--- src/design/sdam_pkg.sv ---
package sdam_pkg;

  localparam int CFG_IDX_W  = 2;
  localparam int CFG_DATA_W = 10;

  localparam logic [CFG_IDX_W-1:0] REG_LINK_ENABLED = 2'd0;
  localparam logic [CFG_IDX_W-1:0] REG_DEADZONE_PCT = 2'd1;
  localparam logic [CFG_IDX_W-1:0] REG_FWD_GAIN     = 2'd2;
  localparam logic [CFG_IDX_W-1:0] REG_STEER_GAIN   = 2'd3;

  localparam logic [6:0] DEADZONE_RESET = 7'd10;
  localparam logic [9:0] GAIN_RESET     = 10'd256;

  // floor(x / 100) as (x * 5243) >> 19, exact for x up to 255 * 127
  localparam logic [12:0] DZ_RECIP = 13'd5243;
  localparam int          DZ_SHIFT = 19;
  localparam logic [8:0]  DZ_FULL  = 9'd255;

  localparam int FIFO_DEPTH = 2;
  localparam int FIFO_AW    = $clog2(FIFO_DEPTH);

  typedef struct packed {
    logic              link_enabled;
    logic [8:0]        dz;
    logic [9:0]        fwd_gain;
    logic [9:0]        steer_gain;
  } cfg_t;

  typedef struct packed {
    logic              idle;
    logic signed [9:0] sx;
    logic signed [9:0] sy;
    logic [3:0]        dpad_rise;
    logic              a_rise;
    logic              x_rise;
    logic              menu_rise;
  } item_t;

  typedef struct packed {
    logic empty;
    logic full;
  } q_status_t;

  typedef enum logic [1:0] {
    AX_IDLE,
    AX_PREP,
    AX_DIV,
    AX_DONE
  } ax_state_t;

  typedef enum logic [1:0] {
    BK_IDLE,
    BK_RUN,
    BK_MUL,
    BK_MIX
  } bk_state_t;

  function automatic logic [8:0] dz_of(input logic [6:0] pct);
    logic [14:0] x;
    logic [27:0] m;
    x = 15'(pct) * 15'd255;
    m = 28'(x) * 28'(DZ_RECIP);
    return m[27:DZ_SHIFT];
  endfunction

endpackage

--- src/design/sdam_axis.sv ---
module sdam_axis (
  input  logic              clk,
  input  logic              rst,
  input  logic              start,
  input  logic signed [9:0] raw,
  input  logic              invert,
  input  logic [8:0]        dz,
  output logic              done,
  output logic signed [8:0] result
);
  import sdam_pkg::*;

  ax_state_t   state, state_next;
  logic [7:0]  mag8;
  logic        neg;
  logic        zero;
  logic [15:0] rem;
  logic [15:0] dsh;
  logic [7:0]  quo;
  logic [2:0]  cnt;

  logic [9:0]  abs_raw;
  logic [17:0] scaled;
  logic [7:0]  diff;
  logic [7:0]  den;
  logic        fits;

  assign abs_raw = raw[9] ? 10'(-raw) : raw;
  assign scaled  = {abs_raw, 8'd0} - {8'd0, abs_raw};
  assign diff    = 8'({1'b0, mag8} - dz);
  assign den     = 8'(DZ_FULL - dz);
  assign fits    = rem >= dsh;

  always_comb begin
    state_next = state;
    unique case (state)
      AX_IDLE: if (start) state_next = AX_PREP;
      AX_PREP: state_next = AX_DIV;
      AX_DIV:  if (cnt == 3'd7) state_next = AX_DONE;
      AX_DONE: if (start) state_next = AX_PREP;
    endcase
  end

  always_comb begin
    done   = state == AX_DONE;
    result = zero ? 9'sd0 : (neg ? -$signed({1'b0, quo}) : $signed({1'b0, quo}));
  end

  always_ff @(posedge clk) begin
    if (rst) begin
      state <= AX_IDLE;
    end else begin
      state <= state_next;
    end
    if (start) begin
      mag8 <= scaled[16:9];
      neg  <= invert ? (!raw[9] && raw != 10'sd0) : raw[9];
    end
    if (state == AX_PREP) begin
      zero <= ({1'b0, mag8} <= dz) || (dz >= DZ_FULL);
      rem  <= {diff, 8'd0} - {8'd0, diff};
      dsh  <= {1'b0, den, 7'd0};
      quo  <= '0;
      cnt  <= '0;
    end
    if (state == AX_DIV) begin
      if (fits) begin
        rem <= rem - dsh;
      end
      quo <= {quo[6:0], fits};
      dsh <= dsh >> 1;
      cnt <= cnt + 3'd1;
    end
  end

endmodule

--- src/design/sdam_fifo.sv ---
module sdam_fifo (
  input  logic                clk,
  input  logic                rst,
  input  logic                wr,
  input  sdam_pkg::item_t     wr_item,
  input  logic                rd,
  output sdam_pkg::item_t     head,
  output sdam_pkg::q_status_t status
);
  import sdam_pkg::*;

  item_t              mem [FIFO_DEPTH];
  logic [FIFO_AW-1:0] wptr;
  logic [FIFO_AW-1:0] rptr;
  logic [FIFO_AW:0]   count;

  assign head         = mem[rptr];
  assign status.empty = count == '0;
  assign status.full  = count == (FIFO_AW+1)'(FIFO_DEPTH);

  always_ff @(posedge clk) begin
    if (rst) begin
      wptr  <= '0;
      rptr  <= '0;
      count <= '0;
    end else begin
      if (wr) begin
        wptr <= wptr + FIFO_AW'(1);
      end
      if (rd) begin
        rptr <= rptr + FIFO_AW'(1);
      end
      priority if (wr && !rd) begin
        count <= count + (FIFO_AW+1)'(1);
      end else if (rd && !wr) begin
        count <= count - (FIFO_AW+1)'(1);
      end else begin
        count <= count;
      end
    end
    if (wr) begin
      mem[wptr] <= wr_item;
    end
  end

endmodule

--- src/design/sdam_front.sv ---
module sdam_front (
  input  logic              clk,
  input  logic              rst,
  input  sdam_pkg::cfg_t    cfg,
  input  logic              accept,
  input  logic              pad_present,
  input  logic signed [9:0] stick_x,
  input  logic signed [9:0] stick_y,
  input  logic [3:0]        dpad_bits,
  input  logic              button_a,
  input  logic              button_x,
  input  logic              menu_button,
  output sdam_pkg::item_t   item
);
  import sdam_pkg::*;

  logic [3:0] dpad_prev;
  logic       a_prev;
  logic       x_prev;
  logic       menu_prev;
  logic       idle;

  assign idle = !cfg.link_enabled || !pad_present;

  always_comb begin
    item.idle      = idle;
    item.sx        = stick_x;
    item.sy        = stick_y;
    item.dpad_rise = idle ? 4'd0 : (dpad_bits & ~dpad_prev);
    item.a_rise    = !idle && button_a && !a_prev;
    item.x_rise    = !idle && button_x && !x_prev;
    item.menu_rise = !idle && menu_button && !menu_prev;
  end

  // history clears on a report taken while idle
  always_ff @(posedge clk) begin
    if (rst) begin
      dpad_prev <= '0;
      a_prev    <= 1'b0;
      x_prev    <= 1'b0;
      menu_prev <= 1'b0;
    end else if (accept) begin
      dpad_prev <= idle ? 4'd0 : dpad_bits;
      a_prev    <= !idle && button_a;
      x_prev    <= !idle && button_x;
      menu_prev <= !idle && menu_button;
    end
  end

endmodule

--- src/design/sdam_back.sv ---
module sdam_back (
  input  logic                clk,
  input  logic                rst,
  input  sdam_pkg::cfg_t      cfg,
  input  sdam_pkg::item_t     head,
  input  sdam_pkg::q_status_t q_status,
  output logic                q_rd,
  input  logic                pop,
  output logic                empty,
  output logic signed [8:0]   left_drive,
  output logic signed [8:0]   right_drive,
  output logic [3:0]          dpad_rise,
  output logic                a_rise,
  output logic                x_rise,
  output logic                menu_rise
);
  import sdam_pkg::*;

  bk_state_t         state, state_next;
  logic              start;
  logic              load;
  logic              out_valid;
  logic              idle;
  logic [3:0]        dpad_r;
  logic              a_r;
  logic              x_r;
  logic              menu_r;
  logic signed [19:0] ts;
  logic signed [19:0] ss;

  logic              steer_done;
  logic              thr_done;
  logic signed [8:0] steer;
  logic signed [8:0] thr;
  logic signed [8:0] left_next;
  logic signed [8:0] right_next;

  sdam_axis u_steer (
    .clk    (clk),
    .rst    (rst),
    .start  (start),
    .raw    (head.sx),
    .invert (1'b0),
    .dz     (cfg.dz),
    .done   (steer_done),
    .result (steer)
  );

  sdam_axis u_thr (
    .clk    (clk),
    .rst    (rst),
    .start  (start),
    .raw    (head.sy),
    .invert (1'b1),
    .dz     (cfg.dz),
    .done   (thr_done),
    .result (thr)
  );

  function automatic logic signed [8:0] mix(input logic signed [20:0] sum);
    logic signed [20:0] adj;
    logic signed [20:0] q;
    adj = sum + (sum[20] ? 21'sd255 : 21'sd0);
    q   = adj >>> 8;
    priority if (q > 21'sd255) begin
      return 9'sd255;
    end else if (q < -21'sd255) begin
      return -9'sd255;
    end else begin
      return q[8:0];
    end
  endfunction

  assign left_next  = mix(21'(ts) + 21'(ss));
  assign right_next = mix(21'(ts) - 21'(ss));

  always_comb begin
    state_next = state;
    unique case (state)
      BK_IDLE: if (!q_status.empty) state_next = BK_RUN;
      BK_RUN:  if (steer_done && thr_done) state_next = BK_MUL;
      BK_MUL:  state_next = BK_MIX;
      BK_MIX:  if (!out_valid || pop) state_next = BK_IDLE;
    endcase
  end

  always_comb begin
    start = 1'b0;
    load  = 1'b0;
    unique case (state)
      BK_IDLE: start = !q_status.empty;
      BK_RUN:  ;
      BK_MUL:  ;
      BK_MIX:  load = !out_valid || pop;
    endcase
    q_rd  = start;
    empty = !out_valid;
  end

  always_ff @(posedge clk) begin
    if (rst) begin
      state     <= BK_IDLE;
      out_valid <= 1'b0;
    end else begin
      state <= state_next;
      priority if (load) begin
        out_valid <= 1'b1;
      end else if (pop) begin
        out_valid <= 1'b0;
      end else begin
        out_valid <= out_valid;
      end
    end
    if (start) begin
      idle   <= head.idle;
      dpad_r <= head.dpad_rise;
      a_r    <= head.a_rise;
      x_r    <= head.x_rise;
      menu_r <= head.menu_rise;
    end
    if (state == BK_MUL) begin
      ts <= $signed(thr) * $signed({1'b0, cfg.fwd_gain});
      ss <= $signed(steer) * $signed({1'b0, cfg.steer_gain});
    end
    if (load) begin
      left_drive  <= idle ? 9'sd0 : left_next;
      right_drive <= idle ? 9'sd0 : right_next;
      dpad_rise   <= dpad_r;
      a_rise      <= a_r;
      x_rise      <= x_r;
      menu_rise   <= menu_r;
    end
  end

endmodule

--- src/design/stick_deadzone_arcade_mixer_top.sv ---
// channel   | beat taken when     | carries
// ----------+---------------------+------------------------------------------------
// report in | push && !full       | pad_present, stick_x, stick_y, dpad_bits, buttons
// drive out | pop && !empty       | left_drive, right_drive, dpad_rise, a/x/menu_rise
// config    | cfg_write           | cfg_index, cfg_data
//
// each report's result is worked out by the
// 8-step restoring divider in each axis unit (both axes run side by side)
// one report is worked at a time; a two-entry queue keeps accepting reports
// while the back end computes or a finished result waits to be popped
// rst is synchronous; it empties the queue, drops the result and restores
// the config defaults with no clearing pass
module stick_deadzone_arcade_mixer_top (
  input  logic                           clk,
  input  logic                           rst,
  input  logic                           push,
  output logic                           full,
  input  logic                           pad_present,
  input  logic signed [9:0]              stick_x,
  input  logic signed [9:0]              stick_y,
  input  logic [3:0]                     dpad_bits,
  input  logic                           button_a,
  input  logic                           button_x,
  input  logic                           menu_button,
  output logic                           empty,
  input  logic                           pop,
  output logic signed [8:0]              left_drive,
  output logic signed [8:0]              right_drive,
  output logic [3:0]                     dpad_rise,
  output logic                           a_rise,
  output logic                           x_rise,
  output logic                           menu_rise,
  input  logic                           cfg_write,
  input  logic [sdam_pkg::CFG_IDX_W-1:0]  cfg_index,
  input  logic [sdam_pkg::CFG_DATA_W-1:0] cfg_data
);
  import sdam_pkg::*;

  cfg_t      cfg;
  item_t     fe_item;
  item_t     q_head;
  q_status_t q_status;
  logic      accept;
  logic      q_rd;

  assign full   = q_status.full;
  assign accept = push && !q_status.full;

  always_ff @(posedge clk) begin
    if (rst) begin
      cfg.link_enabled <= 1'b1;
      cfg.dz           <= dz_of(DEADZONE_RESET);
      cfg.fwd_gain     <= GAIN_RESET;
      cfg.steer_gain   <= GAIN_RESET;
    end else if (cfg_write) begin
      unique case (cfg_index)
        REG_LINK_ENABLED: cfg.link_enabled <= cfg_data[0];
        REG_DEADZONE_PCT: cfg.dz           <= dz_of(cfg_data[6:0]);
        REG_FWD_GAIN:     cfg.fwd_gain     <= cfg_data;
        REG_STEER_GAIN:   cfg.steer_gain   <= cfg_data;
      endcase
    end
  end

  sdam_front u_front (
    .clk         (clk),
    .rst         (rst),
    .cfg         (cfg),
    .accept      (accept),
    .pad_present (pad_present),
    .stick_x     (stick_x),
    .stick_y     (stick_y),
    .dpad_bits   (dpad_bits),
    .button_a    (button_a),
    .button_x    (button_x),
    .menu_button (menu_button),
    .item        (fe_item)
  );

  sdam_fifo u_fifo (
    .clk     (clk),
    .rst     (rst),
    .wr      (accept),
    .wr_item (fe_item),
    .rd      (q_rd),
    .head    (q_head),
    .status  (q_status)
  );

  sdam_back u_back (
    .clk         (clk),
    .rst         (rst),
    .cfg         (cfg),
    .head        (q_head),
    .q_status    (q_status),
    .q_rd        (q_rd),
    .pop         (pop),
    .empty       (empty),
    .left_drive  (left_drive),
    .right_drive (right_drive),
    .dpad_rise   (dpad_rise),
    .a_rise      (a_rise),
    .x_rise      (x_rise),
    .menu_rise   (menu_rise)
  );

endmodule

--- config.mk ---
export PLATFORM = sky130hd
export DESIGN_NAME = stick_deadzone_arcade_mixer_top
export DESIGN_NICKNAME = d
export VERILOG_FILES = /design/src/design/sdam_pkg.sv /design/src/design/sdam_axis.sv /design/src/design/sdam_fifo.sv /design/src/design/sdam_front.sv /design/src/design/sdam_back.sv /design/src/design/stick_deadzone_arcade_mixer_top.sv
export SDC_FILE = /design/constraint.sdc
export NUM_CORES = 1
export LEC_CHECK = 0
export BUFFER_PORTS_ARGS = -buffer_cell sky130_fd_sc_hd__buf_4
export CORE_UTILIZATION = 55
export DETAILED_ROUTE_END_ITERATION = 7
export PLACE_DENSITY = 0.74
export SLEW_MARGIN = 10
export SYNTH_ARGS = -nofsm -noshare
export SYNTH_HDL_FRONTEND = slang
export SYNTH_SLANG_ARGS = --single-unit
--- constraint.sdc ---
create_clock -name clk -period 8.7 [get_ports clk]
set_input_delay 0.435 -clock clk [delete_from_list [all_inputs] [get_ports clk]]
set_output_delay 0.435 -clock clk [all_outputs]
set_load 0.01 [all_outputs]
=== After elaboration in Yosys (flattened, before gate mapping) ===
Memory sizes are Yosys's and may differ from the RTL's. A register that Yosys moved wholly into a read port is not among the register bits.
Cells that the tools add are included.

* Memories kept: 1
* Bits in writable memories: 56
* Flip-flop bits (word level): 225
* Input bits: 45
* Output and inout port bits: 27
* Logic and storage cells: 206

* Mux-type cells: 51
* Add/subtract/negate cells: 23
* Bitwise operators: 2
* Order comparisons: 9
* Equal/unequal tests: 22
* Multipliers: 4
* Reduce and logical (&&, ||, !) cells: 48

{| class="wikitable"
|+ Memory list
! memory !! depth !! width !! read ports !! clocked after memory_dff !! wr ports !! line !! text
|-
| u_fifo.mem || 2 || 28 || 1 || 1 || 1 || sdam_fifo.sv:12 || <nowiki>item_t mem [FIFO_DEPTH];</nowiki>
|}

{| class="wikitable"
|+ Operator list
! cell !! count
|-
| $mux 16 || 6
|-
| $mux 8 || 8
|-
| $mux 9 || 6
|-
| $add 21x9->21 || 2
|-
| $mul 9x11->20 || 2
|-
| $sub 17x10->17 || 2
|-
| $ge 16x15->1 || 2
|-
| $sub 16x15->16 || 2
|-
| $sub 16x8->16 || 2
|-
| $mux 15 || 2
|-
| $mul 15x13->28 const B || 1
|-
| $mux 14 || 2
|-
| $gt 13x9->1 const B || 2
|-
| $lt 13x9->1 const B || 2
|-
| $add 20x20->21 || 1
|-
| $sub 20x20->21 || 1
|-
| $mux 10 || 2
|-
| $neg 10->10 || 2
|-
| $eq 2x2->1 const B || 9
|-
| $le 8x9->1 || 2
|-
| $neg 8->9 || 2
|-
| $mux 2 || 8
|-
| $sub 8x8->8 || 2
|-
| $mul 7x8->15 const B || 1
|-
| 26 further kinds || 88
|}

=== Depth between registers and ports, before layout ===
* Depth in word-level cells: 7
* Mapped depth: 38

=== Modules after synthesis ===
Synthesis repeated with hierarchy kept, for this count alone.

* Cell total of the unflattened synthesis: 3006
* Area, all modules: 28865.2 um2

{| class="wikitable"
|+ Modules (own cells, without submodules)
! module !! sequential area each (um2) !! times used !! area each (um2) !! cells an instance
|-
| sdam_back || 2252.2 || 1 || 11517.3 || 1224
|-
| stick_deadzone_arcade_mixer_top || 600.6 || 1 || 6195.9 || 675
|-
| sdam_axis (u_back.u_thr) || 1441.4 || 1 || 4306.6 || 483
|-
| sdam_axis (u_back.u_steer) || 1441.4 || 1 || 4067.7 || 455
|-
| sdam_fifo || 1781.7 || 1 || 2232.1 || 109
|-
| sdam_front || 140.1 || 1 || 545.5 || 60
|}

=== Worst setup path before layout ===
Ideal clock, no wire load.

* Path type: input to register
* Start: input port cfg_data[4] (netlist bit)
* End: register, netlist name cfg[28]
* Stages: 35
* Setup slack: -0.367 ns
* Arrival: 8.940 ns
* Setup time: 0.128 ns
* Cells stage by stage: fa_1 > inv_1 > fa_1 > fa_1 > fa_1 > inv_1 > ha_1 > a21boi_0 > o21ai_0 > a21boi_0 > o21ai_0 > nand2_1 > xor2_1 > inv_1 > fa_1 > inv_1 > ha_1 > inv_1 > fa_1 > inv_1 > fa_1 > inv_1 > fa_1 > inv_1 > ha_1 > a21o_1 > a21o_1 > nor3b_1 > o221ai_1 > a2111oi_1 > o31ai_1 > a31oi_1 > xnor2_1 > mux2i_1 > nor2_1

* Cells in the longest elaborated chain, start to end: 2

{| class="wikitable"
|+ RTL lines
! item !! line !! text
|-
| from (decl) || stick_deadzone_arcade_mixer_top.sv:35 || <nowiki>input logic [sdam_pkg::CFG_DATA_W-1:0] cfg_data</nowiki>
|-
| $mul 7x8->15 || sdam_pkg.sv:61 || <nowiki>x = 15'(pct) * 15'd255;</nowiki>
|-
| $mul 15x13->28 || sdam_pkg.sv:62 || <nowiki>m = 28'(x) * 28'(DZ_RECIP);</nowiki>
|}

No other way between the ends.
A chain may end at the register's enable or synchronous reset.

=== Worst setup path in the final report ===
* Start: input port cfg_data[4] (netlist bit)
* End: register, netlist name cfg[28]

* Cells in the longest elaborated chain, start to end: 2

{| class="wikitable"
|+ RTL lines
! item !! line
|-
| $mul 7x8->15 || sdam_pkg.sv:61
|-
| $mul 15x13->28 || sdam_pkg.sv:62
|}

No other way between the ends.

==> summary.log <==
[routing] total via count in the routed design 21.00k
[critical_path] nature of the critical path endpoint flip-flop
[final_layout] ant diodes 0
[sta] Worst slew margin 19.84%
[sta] maximum clock rate 119.4 MHz
[logic_synthesis] warnings from Yosys 0
[sta] final hold violation count 0
[floorplan] Die Ht 228.5 µm
[critical_path] delay contributed by the slowest stage of the critical path 580 ps
[grt] global-route wire length before repair 106.3 mm
[final_layout] layout overhead on the synthesized area 10.12%
[sta] endpoints failing setup 0
[sta] final worst-path cycle share 96.26%
[grt] number of antenna violations at the first check in global routing 0
[routing] Pre-Repair DR Iteration Count 6
[logic_synthesis] count of flip-flops with a built-in enable after synthesis 201
[routing] drt initial violations 1053
[logic_synthesis] register area share after synthesis 27.14%
[logic_synthesis] Syn Inst Count 2960
[critical_path] required time at the worst-slack endpoint 9170 ps
[routing] routed wire length 62.25 mm
[floorplan] effective utilization at floorplan 56.00%
[critical_path] category of the worst setup path launch point primary input
[placement] Port Buf Inserts 71
[critical_path] cell with the biggest individual delay on the critical path sky130_fd_sc_hd__fa_2
[routing] number of vias per cell 5.584
[grt] most crowded layer after global routing met2
[sta] hold_ws 21.22 ps
[sta] max-slew violation total from the final report 0
[grt] met2 track utilization from global routing 45.11%
[logic_synthesis] Post-synth top flop sky130_fd_sc_hd__edfxtp_1
[grt] global router's overall resource usage 24.47%
[grt] met1 usage in global routing 29.75%
[job] maxcap violations 0
[grt] vias in the first global route 22.03k
[floorplan] cell row count 82
[placement] RD Place Congestion 0.9067
[grt] pin count of the biggest net entering global routing 46
[final_layout] number of fill cells 4124
[grt] Remaining Overflow, GRT 0
[status] outcome finished, final reports clean
[critical_path] family with the most delay on the worst path adder cells
[floorplan] I/O pins 72
[logic_synthesis] number of register bits inferred by synthesis 282
[cts] TritonCTS clock tree yes
[routing] ANT nets after route 0
[routing] post-detailed-route wirelength per cell 16.55 µm
[routing] Post-route DRC 0
[critical_path] buffers plus inverters on the worst setup path 9
[cts] clock sinks 282
[cts] buffer depth of the longest clock path 3
[hold_path] type of the worst min-delay path in2reg
[logic_synthesis] Synthesized Nets 3581
[critical_path] cell type with the highest occurrence count on the critical path sky130_fd_sc_hd__fa_1
[critical_path] critical path peak fanout 3
[floorplan] core region area 50380 µm²
[floorplan] die outline area 52210 µm²
[cts] clock slew seen by the registers of the worst setup and hold paths 60 ps
[cts] clock latency reported for the late side of the worst-skew pair 600 ps
[cts] clock tree root driver cell sky130_fd_sc_hd__clkbuf_16
[sta] post-layout min period 8374 ps
[sta] slew of the pin with the lowest slew margin 1201 ps
[cts] cts bufs inserted 31
[critical_path] WS Path Type in2reg
[logic_synthesis] synthesized cell area 28210 µm²
[cts] H-tree lvl count 1
[logic_synthesis] Post-Synthesis Mean Instance Area 9.531 µm²
[grt] M3 GR Usage 2.221%
[floorplan] horizontal die dimension 228.5 µm
[logic_synthesis] library cells used by synthesis 103
[sta] setup skew after layout 19.97 ps
[logic_synthesis] Synth async-reset ratio 0%
[placement] hpwl dp 49.81 mm
[final_layout] layout net count 3685
[critical_path] arrival time of the worst setup path 8840 ps
[final_layout] fraction of layout cells with a size suffix above 1 9.874%
[routing by layer]
layer / vias to the layer above / wire (µm) / part of all wire (%)
li1: 10280 / - / -
met5: - / 0 / 0
met1: 10200 / 26400 / 42
met2: 397 / 31800 / 51
met4: 0 / 2183 / 3.5
met3: 126 / 1869 / 3.0
[final timing paths]
check	startpoint	slack (ps)	depth (start not counted)	endpoint
worst max-delay path	cfg_data[4]	330	35	cfg[28]$_SDFFE_PP0P_
worst min-delay path	stick_y[8]	20	1	u_fifo.mem[1][15]$_DFFE_PP_
worst max register to register	u_back.u_steer.quo[0]$_SDFFCE_PP0P_	1700	26	u_back.ss[19]$_DFFE_PP_
worst min register to register	u_back.x_r$_DFFE_PP_	420	0	u_back.x_rise$_DFFE_PP_
[synthesized netlist by cell type, types with 9 or more instances]
cell type | n | area, µm²
sky130_fd_sc_hd__nand2b_1 | 28 | 175.2
sky130_fd_sc_hd__fa_1 | 203 | 4064
sky130_fd_sc_hd__xor2_1 | 53 | 464.2
sky130_fd_sc_hd__and2_1 | 108 | 675.7
sky130_fd_sc_hd__a21boi_0 | 9 | 67.56
sky130_fd_sc_hd__mux2_2 | 19 | 214.0
sky130_fd_sc_hd__o21bai_1 | 15 | 112.6
sky130_fd_sc_hd__a211oi_1 | 9 | 67.56
sky130_fd_sc_hd__clkbuf_1 | 50 | 187.7
sky130_fd_sc_hd__a21oi_1 | 127 | 635.6
sky130_fd_sc_hd__nor3_1 | 57 | 285.3
sky130_fd_sc_hd__o21a_1 | 13 | 97.59
sky130_fd_sc_hd__ha_1 | 373 | 4667
sky130_fd_sc_hd__nor3b_1 | 16 | 120.1
sky130_fd_sc_hd__or3_1 | 21 | 131.4
sky130_fd_sc_hd__edfxtp_1 | 201 | 6036
sky130_fd_sc_hd__nor2_1 | 182 | 683.2
sky130_fd_sc_hd__buf_1 | 14 | 52.55
sky130_fd_sc_hd__and3_1 | 26 | 162.7
sky130_fd_sc_hd__o2111ai_1 | 11 | 96.34
sky130_fd_sc_hd__o211ai_1 | 26 | 195.2
sky130_fd_sc_hd__dfxtp_1 | 81 | 1622
sky130_fd_sc_hd__nand3_1 | 45 | 225.2
sky130_fd_sc_hd__nor2b_1 | 35 | 219.0
sky130_fd_sc_hd__a211o_1 | 10 | 87.58
sky130_fd_sc_hd__nand2_1 | 255 | 957.2
sky130_fd_sc_hd__a21o_1 | 37 | 277.8
sky130_fd_sc_hd__mux2i_1 | 43 | 430.4
sky130_fd_sc_hd__o31ai_1 | 17 | 127.6
sky130_fd_sc_hd__nand4_1 | 20 | 125.1
sky130_fd_sc_hd__a31oi_1 | 21 | 131.4
sky130_fd_sc_hd__or2_2 | 14 | 87.58
sky130_fd_sc_hd__inv_1 | 437 | 1640
sky130_fd_sc_hd__xnor2_1 | 117 | 1025
sky130_fd_sc_hd__o21ai_0 | 103 | 515.5
sky130_fd_sc_hd__nor4_1 | 9 | 56.30
[cells in the final DEF (no fill, tap or decap), drive strengths merged, types with 53 or more instances in the layout]
cell and instances:
nand2 255, dfxtp 81, a21oi 129, xor2 53, ha 373, o21ai 108
fa 203, and2 108, buf 143, edfxtp 201, nor3 58, inv 439
nor2 182, xnor2 117
[flip-flops by register name (all words and copies together) (netlist names), 3 cells and up, named ones only]
name                 cells
u_back.dpad_rise         4
u_back.u_thr.cnt         3
u_fifo.mem              56
u_back.u_steer.quo       8
u_back.u_thr.dsh        15
u_back.u_steer.dsh      15
u_back.ss               20
u_back.u_steer.cnt       3
u_back.u_thr.quo         8
u_back.u_thr.rem        16
u_back.u_steer.rem      16
u_back.u_steer.mag8      8
u_back.right_drive       9
u_front.dpad_prev        4
u_back.left_drive        9
u_back.dpad_r            4
u_back.ts               20
cfg                     30
u_back.u_thr.mag8        8
[stage by stage]
step                area (µm²)  std cells  setup TNS, ps  util [%]  setup slack [ps]
CTS                      30910       3759              0     61.35             18.34
floorplan                28250       2960              0         -             17.87
global route             31070       3761         -68.05     61.67            -55.76
global placement         29840       3694          -1627     59.24            -390.6
detailed placement       29840       3694          -3050     59.24            -600.6
finish                   31070       3761              0     61.67             325.5
[layout make-up]
type / instances / area [µm²] / area share, %
inverters: 443 / 1667 / 5.364
well taps: 672 / 840.8 / 2.706
clock buffers: 39 / 847.1 / 2.727
clock inverters: 19 / 141.4 / 0.4551
flip-flops and latches: 282 / 7659 / 24.65
multi-input cells: 2156 / 18750 / 60.36
repair buffers: 150 / 1160 / 3.733
[cells by family after synthesis]
logic type      synth area share, %
compound gates                11.96
flops                         27.14
mux                           2.382
simple gates                  15.18
xor+xnor                      5.278
fa+ha+maj                     30.95
buf+inv                       7.109
[timing repair]
item                       4_1_cts  5_1_grt
setup endpoints to repair        1        7
cloned                           0        0
resized for setup                1       29
pin swaps                        0       13
hold buffers                     7        0
hold endpoints to repair        13        0
setup buffers                    0        2
Power is left out: the tool's default activity adds up to more than one toggle a clock period on the data nets, which glitch-free logic cannot reach.
